File: config.mk
export PLATFORM = sky130hd
export DESIGN_NAME = bt_ctrl
export DESIGN_NICKNAME = d
export VERILOG_FILES = /design/src/hdl/bt_pkg.sv /design/src/hdl/bt_ctrl.sv
export SDC_FILE = /design/constraint.sdc
export NUM_CORES = 1
export LEC_CHECK = 0
export BUFFER_PORTS_ARGS = -buffer_cell sky130_fd_sc_hd__buf_2
export CORE_UTILIZATION = 25
export CTS_CLUSTER_SIZE = 30
export DETAILED_ROUTE_END_ITERATION = 8
export HOLD_SLACK_MARGIN = 0.02
export MAX_ROUTING_LAYER = met4
export PLACE_DENSITY = 0.44
export SETUP_SLACK_MARGIN = 0.3
export SLEW_MARGIN = 10
export SYNTH_ARGS = -nofsm -noshare
export SYNTH_HDL_FRONTEND = slang
export SYNTH_SLANG_ARGS = --single-unit
File: constraint.sdc
create_clock -name aclk -period 3.5 [get_ports aclk]
set_input_delay 0.7 -clock aclk [delete_from_list [all_inputs] [get_ports aclk]]
set_output_delay 0.7 -clock aclk [all_outputs]
set_load 0.03 [all_outputs]
File: src/hdl/bt_pkg.sv
// Shared types, constants and the sequencer program of the balance tilt controller.
package bt_pkg;

    // Scale factors and filter coefficients (Q28 / Q30)
    localparam logic signed [31:0] GYRO_K28 = 32'sd1874033012;
    localparam logic signed [31:0] ACC_K28  = 32'sd1242756741;
    localparam logic signed [31:0] LP_B30   = 32'sd1014355;
    localparam logic signed [31:0] LP_A1_30 = 32'sd2052132225;
    localparam logic signed [31:0] LP_A0_30 = -32'sd982447822;
    localparam logic [31:0]        Y_FALL30 = 32'd107374182;
    localparam logic [31:0]        X_FALL30 = 32'd644245094;
    localparam logic [31:0]        X_ARM30  = 32'd21474836;

    localparam logic [9:0]  DIV_BY_TEN  = 10'd10;
    localparam logic [9:0]  DIV_BY_MS   = 10'd1000;
    localparam logic [9:0]  DIV_BY_GF   = 10'd20;
    localparam logic [15:0] DUTY_SAT_SQ = 16'd65025;
    localparam logic [7:0]  DUTY_MAX    = 8'd255;

    // ceil(2^32 / divisor) for each constant divisor
    localparam logic [29:0] RECIP_TEN = 30'd429496730;
    localparam logic [29:0] RECIP_MS  = 30'd4294968;
    localparam logic [29:0] RECIP_GF  = 30'd214748365;

    typedef enum logic [2:0] {
        REG_GYRO_TRIM,
        REG_ACCX_OFS,
        REG_TILT_GAIN,
        REG_RATE_GAIN,
        REG_INT_GAIN,
        REG_INT_LIMIT
    } reg_idx_t;

    typedef struct packed {
        logic [9:0]  gyro_offset_trim;
        logic [7:0]  accel_x_offset;
        logic [15:0] tilt_gain;
        logic [15:0] rate_gain;
        logic [15:0] integral_gain;
        logic [30:0] integral_limit;
    } bt_cfg_t;

    typedef enum logic [3:0] {
        MUL_NONE, MUL_RATE, MUL_XG, MUL_XR, MUL_YG, MUL_LP_IN, MUL_LP_O0, MUL_LP_O1,
        MUL_TSQ_X, MUL_TSQ_Y, MUL_P, MUL_XGT, MUL_SPD_T, MUL_SPD_I, MUL_SPD_R
    } mul_sel_t;

    typedef enum logic [1:0] {ACC_HOLD, ACC_SET, ACC_ADD} acc_op_t;

    typedef enum logic [3:0] {
        ACT_NONE, ACT_DIV_RATE, ACT_XG, ACT_XR, ACT_YG, ACT_XF, ACT_H, ACT_RATE,
        ACT_PDIV, ACT_GF, ACT_TNEW, ACT_INEW, ACT_COMMIT, ACT_SQRT, ACT_LOAD_OUT,
        ACT_LOAD_IN
    } act_t;

    typedef struct packed {
        mul_sel_t mul_sel;
        acc_op_t  acc_op;
        act_t     act;
        logic     wait_div;
    } bt_cmd_t;

    typedef struct packed {
        logic div_busy;
        logic sqrt_done;
    } bt_stat_t;

    typedef logic [4:0] pc_t;
    localparam pc_t PROG_LAST = 5'd24;

    localparam bt_cmd_t CMD_NOP = '{MUL_NONE, ACC_HOLD, ACT_NONE, 1'b0};

    function automatic bt_cmd_t prog_step(input pc_t pc);
        bt_cmd_t c;
        c = CMD_NOP;
        case (pc)
            5'd0:  c = '{MUL_RATE,  ACC_HOLD, ACT_NONE,     1'b0};
            5'd1:  c = '{MUL_XG,    ACC_HOLD, ACT_DIV_RATE, 1'b0};
            5'd2:  c = '{MUL_XR,    ACC_HOLD, ACT_XG,       1'b0};
            5'd3:  c = '{MUL_YG,    ACC_HOLD, ACT_XR,       1'b0};
            5'd4:  c = '{MUL_LP_IN, ACC_HOLD, ACT_YG,       1'b0};
            5'd5:  c = '{MUL_LP_O0, ACC_SET,  ACT_NONE,     1'b0};
            5'd6:  c = '{MUL_LP_O1, ACC_ADD,  ACT_NONE,     1'b0};
            5'd7:  c = '{MUL_NONE,  ACC_ADD,  ACT_NONE,     1'b0};
            5'd8:  c = '{MUL_TSQ_X, ACC_HOLD, ACT_XF,       1'b0};
            5'd9:  c = '{MUL_TSQ_Y, ACC_SET,  ACT_NONE,     1'b0};
            5'd10: c = '{MUL_NONE,  ACC_ADD,  ACT_NONE,     1'b0};
            5'd11: c = '{MUL_NONE,  ACC_HOLD, ACT_H,        1'b0};
            5'd12: c = '{MUL_NONE,  ACC_HOLD, ACT_RATE,     1'b1};
            5'd13: c = '{MUL_NONE,  ACC_HOLD, ACT_PDIV,     1'b1};
            5'd14: c = '{MUL_NONE,  ACC_HOLD, ACT_GF,       1'b1};
            5'd15: c = '{MUL_P,     ACC_HOLD, ACT_NONE,     1'b0};
            5'd16: c = '{MUL_XGT,   ACC_SET,  ACT_NONE,     1'b0};
            5'd17: c = '{MUL_NONE,  ACC_ADD,  ACT_NONE,     1'b0};
            5'd18: c = '{MUL_NONE,  ACC_HOLD, ACT_TNEW,     1'b0};
            5'd19: c = '{MUL_NONE,  ACC_HOLD, ACT_INEW,     1'b0};
            5'd20: c = '{MUL_SPD_T, ACC_HOLD, ACT_NONE,     1'b0};
            5'd21: c = '{MUL_SPD_I, ACC_SET,  ACT_NONE,     1'b0};
            5'd22: c = '{MUL_SPD_R, ACC_ADD,  ACT_NONE,     1'b0};
            5'd23: c = '{MUL_NONE,  ACC_ADD,  ACT_NONE,     1'b0};
            5'd24: c = '{MUL_NONE,  ACC_HOLD, ACT_COMMIT,   1'b0};
            default: c = CMD_NOP;
        endcase
        return c;
    endfunction

    function automatic logic signed [31:0] sat32(input logic signed [67:0] v);
        logic signed [31:0] r;
        if (v > 68'sd2147483647) begin
            r = 32'sh7FFFFFFF;
        end else if (v < -68'sd2147483648) begin
            r = 32'sh80000000;
        end else begin
            r = v[31:0];
        end
        return r;
    endfunction

endpackage

File: src/hdl/bt_ctrl.sv
// Controller: steps the datapath program, the square root and the output handshake.
module bt_ctrl (
    input  logic             aclk,
    input  logic             aresetn,
    input  logic             s_tvalid,
    output logic             s_tready,
    output logic             m_tvalid,
    input  logic             m_tready,
    input  bt_pkg::bt_stat_t stat,
    output bt_pkg::bt_cmd_t  cmd
);
    import bt_pkg::*;

    typedef enum logic [1:0] {ST_IDLE, ST_RUN, ST_SQRT, ST_HOLD} state_t;

    state_t  state_reg;
    pc_t     pc_reg;
    logic    out_valid_reg;
    bt_cmd_t step;
    logic    stall;

    assign s_tready = state_reg == ST_IDLE;
    assign m_tvalid = out_valid_reg;
    assign step     = prog_step(pc_reg);
    assign stall    = step.wait_div && stat.div_busy;

    always_comb begin
        cmd = CMD_NOP;
        unique case (state_reg)
            ST_IDLE: begin
                if (s_tvalid) begin
                    cmd.act = ACT_LOAD_IN;
                end
            end
            ST_RUN: begin
                if (!stall) begin
                    cmd = step;
                end
            end
            ST_SQRT: begin
                if (!stat.sqrt_done) begin
                    cmd.act = ACT_SQRT;
                end
            end
            ST_HOLD: begin
                if (!out_valid_reg || m_tready) begin
                    cmd.act = ACT_LOAD_OUT;
                end
            end
            default: cmd = CMD_NOP;
        endcase
    end

    always_ff @(posedge aclk) begin
        if (!aresetn) begin
            state_reg     <= ST_IDLE;
            pc_reg        <= '0;
            out_valid_reg <= 1'b0;
        end else begin
            if (out_valid_reg && m_tready) begin
                out_valid_reg <= 1'b0;
            end
            unique case (state_reg)
                ST_IDLE: begin
                    if (s_tvalid) begin
                        pc_reg    <= '0;
                        state_reg <= ST_RUN;
                    end
                end
                ST_RUN: begin
                    if (!stall) begin
                        if (pc_reg == PROG_LAST) begin
                            state_reg <= ST_SQRT;
                        end else begin
                            pc_reg <= pc_reg + 5'd1;
                        end
                    end
                end
                ST_SQRT: begin
                    if (stat.sqrt_done) begin
                        state_reg <= ST_HOLD;
                    end
                end
                ST_HOLD: begin
                    if (!out_valid_reg || m_tready) begin
                        out_valid_reg <= 1'b1;
                        state_reg     <= ST_IDLE;
                    end
                end
                default: state_reg <= ST_IDLE;
            endcase
        end
    end
endmodule

==> metrics.md <==
| Metric | Value |
|---|---|
| Die Wd | 77.2 um |
| Combinational family with the most area after synthesis | simple AND/OR/NAND/NOR gates |
| Syn avg cell area | just under 9 um2 |
| Largest register FFs | 11 |
| CTS clk-pin slew, worst paths | about 0.080 ns |
| Worst slew pin tran | 0.440 ns |
| Post-synth EDFFs | 0 |
| Worst skew pair latency | 0.26 ns |
| CTS resizes | 0 |
| Hold WC Path Type | flop to flop |
| Placed insts | between 200 and 250 |
| Clk sinks | 19 |
| Yosys warning count | 0 |
| Synth async-reset ratio | 0 |
| Cell depth of the worst hold path | 2 |
| Cts hold-fix bufs | 0 |
| Final setup fails | 0 |
| Synth Instances | approximately 160 |
| Clk root buf | clkbuf_8 |
| Die Ht | approximately 77 um |
| Setup Total Neg Slack | 0 ns |
| HP Start | state_reg[1]$_SDFFE_PN0P_ |
| Fin crit share | 0.829 |
| Final WL | ~3300 um |
| IO Port Bufs | 18 |
| Cts bufs inserted | 3 |
| Max-slew violations | 0 |
| Area growth, synth to finish | 13.2% |
| Worst vdd ir | between 0.0002 and 0.0003 V |
| Worst r2r path cells | 11 |
| Synth Cell Area | 1410 um2 |
| Compound-Gate Fraction of Synth Area | 0.206 |
| Setup CP Type | flop to flop |
| Reg2Reg Setup Slack | between 0.5 and 0.6 ns |
| Initial antenna violation count | 0 |
| Worst hold slack | approximately 0.57 ns |
| Top_reg_cell synth | dfxtp_1 |
| DR WL/cell | around 13 um |
| Period minus WS final | about 2.9 ns |
| Num rows | 27 |
| Static leakage | between 0.6 and 0.7 nW |
| Final Hold Violating Endpoints | 0 |
| Non-Filler Instances | between 200 and 300 |
| Number of global-route vias before repair | roughly 1200 |
| Proportion of layout cells with a drive suffix above 1 | 0.235 |
| DR vias/cell | around 4.8 |
| Post-synthesis sequential area ratio | 0.269 |
| First-pass GRT wire length | around 5500 um |
| Overflow after GRT | 0 |
| Number of DRC markers in iteration 0 | about 80 |
| Deepest clock path buffer count | 2 |
| Hold EP | state_reg[1]$_SDFFE_PN0P_ |
| Flip-flop and latch area | about 380 um2 |
| Post-DRT Antenna Nets | 0 |
| Die ar. | about 6000 um2 |
| Post-CTS setup buffers | 0 |
| Total Routing Usage GR | 0.120 |
| Slew headroom | 0.701 |
| Io pins | 19 |
| Fmax | between 300 and 400 MHz |
| CP startpoint kind | flop |
| Synth Net Count | 180 |
| Drt pass-1 iters | 6 |
| Largest fanout on the critical path | 11 |
| Via count | ~1200 |
| Pre-CTS WS | ~0.64 ns |
| CTS tree | yes |
| Max-cap violations | 0 |
| H-tree depth | 1 |
| GPL Wtd Cong | ~0.86 |
| Worst setup margin | 0.598 ns |
| Final nets | 199 |
| Crit path DAT | between 3 and 4 ns |
| Run status | finished clean |
| CORE AREA | 5470 um2 |
| Worst setup EP type | flop |
| Adder-cell share of the synthesized area | 0.115 |
| Critical Path RT | roughly 3.7 ns |
| Antenna Cells | 0 |
| Footprint of the multi-input gates | 915 um2 |
| Pwr/cell area | between 600 and 700 nW/um2 |
| Largest net degree at the start of global routing | 13 |
| Clk_skew | just under 0.004 ns |
| XOR/XNOR share of the synthesized area | 0.0115 |
| Post-synth cell types | 49 |
| Reg2reg start | state_reg[1]$_SDFFE_PN0P_ |
| DRC viols | 0 |
| Starting Density | 0.258 |
| Layout filler cell count | around 600 |
| Post-DP HPWL | ~2500 um |
| RSZ-0062 raised after global routing | no |
| Yosys reg bits | 19 |
| Mux share of post-synthesis cell area | 0.0461 |
| R2R Path End | step[9]$_DFF_P_ |
| Post-synthesis simple-gate area fraction | 0.268 |
logic make-up (layout without fill, tap and decap cells):
group	after synthesis	after routing
flops	19	19
mux	6	6
compound gates	35	35
fa+ha+maj	13	13
buf+inv	22	40
simple gates	65	65
xor+xnor	1	1
stage by stage:
stage	utilization	area, um2	power (mW)
finish	0.292	1600	1.10
global route	0.292	1600	1.18
CTS	0.292	1600	1.10
detailed placement	0.284	1550	0.940
global placement	0.284	1550	0.951
floorplan	-	1410	0.801
layout make-up:
type | count | share of cell area
Clock buffer | 3 | 0.0258
Clock inverter | 1 | 0.00313
Inverter | 16 | 0.0391
Multi-Input combinational cell | 120 | 0.572
Sequential cell | 19 | 0.238
Tap cell | 72 | 0.0563
Timing Repair Buffer | 20 | 0.0657
critical path, stage by stage, from the launching register on:
cell	delay, ns
dfxtp_1	0.37
inv_1	0.09
ha_1	0.33
and3_1	0.31
a211oi_4	0.28
o22a_1	0.31
inv_1	0.15
ha_1	0.24
inv_1	0.14
a21oi_1	0.07
a21o_1	0.18
a2111oi_2	0.32
how the worst max path moves through the flow:
| stage | end | slack (ns) | from |
|---|---|---|---|
| detailed placement | step[9]$_DFF_P_ | 0.64 | state_reg[1]$_SDFFE_PN0P_ |
| floorplan | step[9]$_DFF_P_ | 0.88 | state_reg[0]$_SDFFE_PN0P_ |
| global placement | step[9]$_DFF_P_ | 0.65 | state_reg[1]$_SDFFE_PN0P_ |
| finish | step[9]$_DFF_P_ | 0.60 | state_reg[1]$_SDFFE_PN0P_ |
| global route | step[9]$_DFF_P_ | 0.37 | state_reg[1]$_SDFFE_PN0P_ |
| CTS | step[9]$_DFF_P_ | 0.62 | state_reg[1]$_SDFFE_PN0P_ |
Yosys cell counts (all sizes together) (2+ instances only):
cell type  count  area share
dfxtp         19        0.27
inv           16       0.044
ha            13        0.12
nand2         13       0.040
nand3         11       0.039
nor2           9       0.029
nor3           8       0.040
a21oi          6       0.021
and2           6       0.027
buf            6       0.039
and3           5       0.022
mux2i          5       0.038
a211oi         4       0.030
a221oi         3       0.019
nand2b         3       0.013
a21boi         2       0.011
a21o           2       0.011
and3b          2       0.012
nand4          2      0.0089
nor2b          2      0.0089
o211ai         2       0.011
o21ai          2      0.0071
o221ai         2       0.012
o22ai          2      0.0089
o32ai          2       0.018
cell usage in the layout, fill, tap and decap left out, types with 2 or more instances in the layout:
master,n
a211oi_1,3
a21boi_0,2
a21o_1,2
a21oi_1,6
a221oi_1,3
and2_1,6
and3_1,5
and3b_1,2
buf_2,18
buf_4,2
clkbuf_8,3
dfxtp_1,19
ha_1,13
inv_1,12
inv_2,3
mux2i_1,4
nand2_1,12
nand2b_1,3
nand3_1,11
nand4_1,2
nor2_1,8
nor2b_1,2
nor3_1,6
o211ai_1,2
o21ai_0,2
o221ai_1,2
o22ai_1,2
power breakdown:
| group | switching (mW) | total [mW] | internal [mW] |
|---|---|---|---|
| Clock | 0.0831 | 0.163 | 0.0795 |
| Sequential | 0.0262 | 0.281 | 0.254 |
| Combinational | 0.413 | 0.656 | 0.243 |
routing by layer:
layer,track usage,share of wire
met1,0.147,0.48
met2,0.196,0.46
met3,0.0119,0.032
met4,0.0623,0.026
met5,-,0
Power figures use the tool's default switching activity.
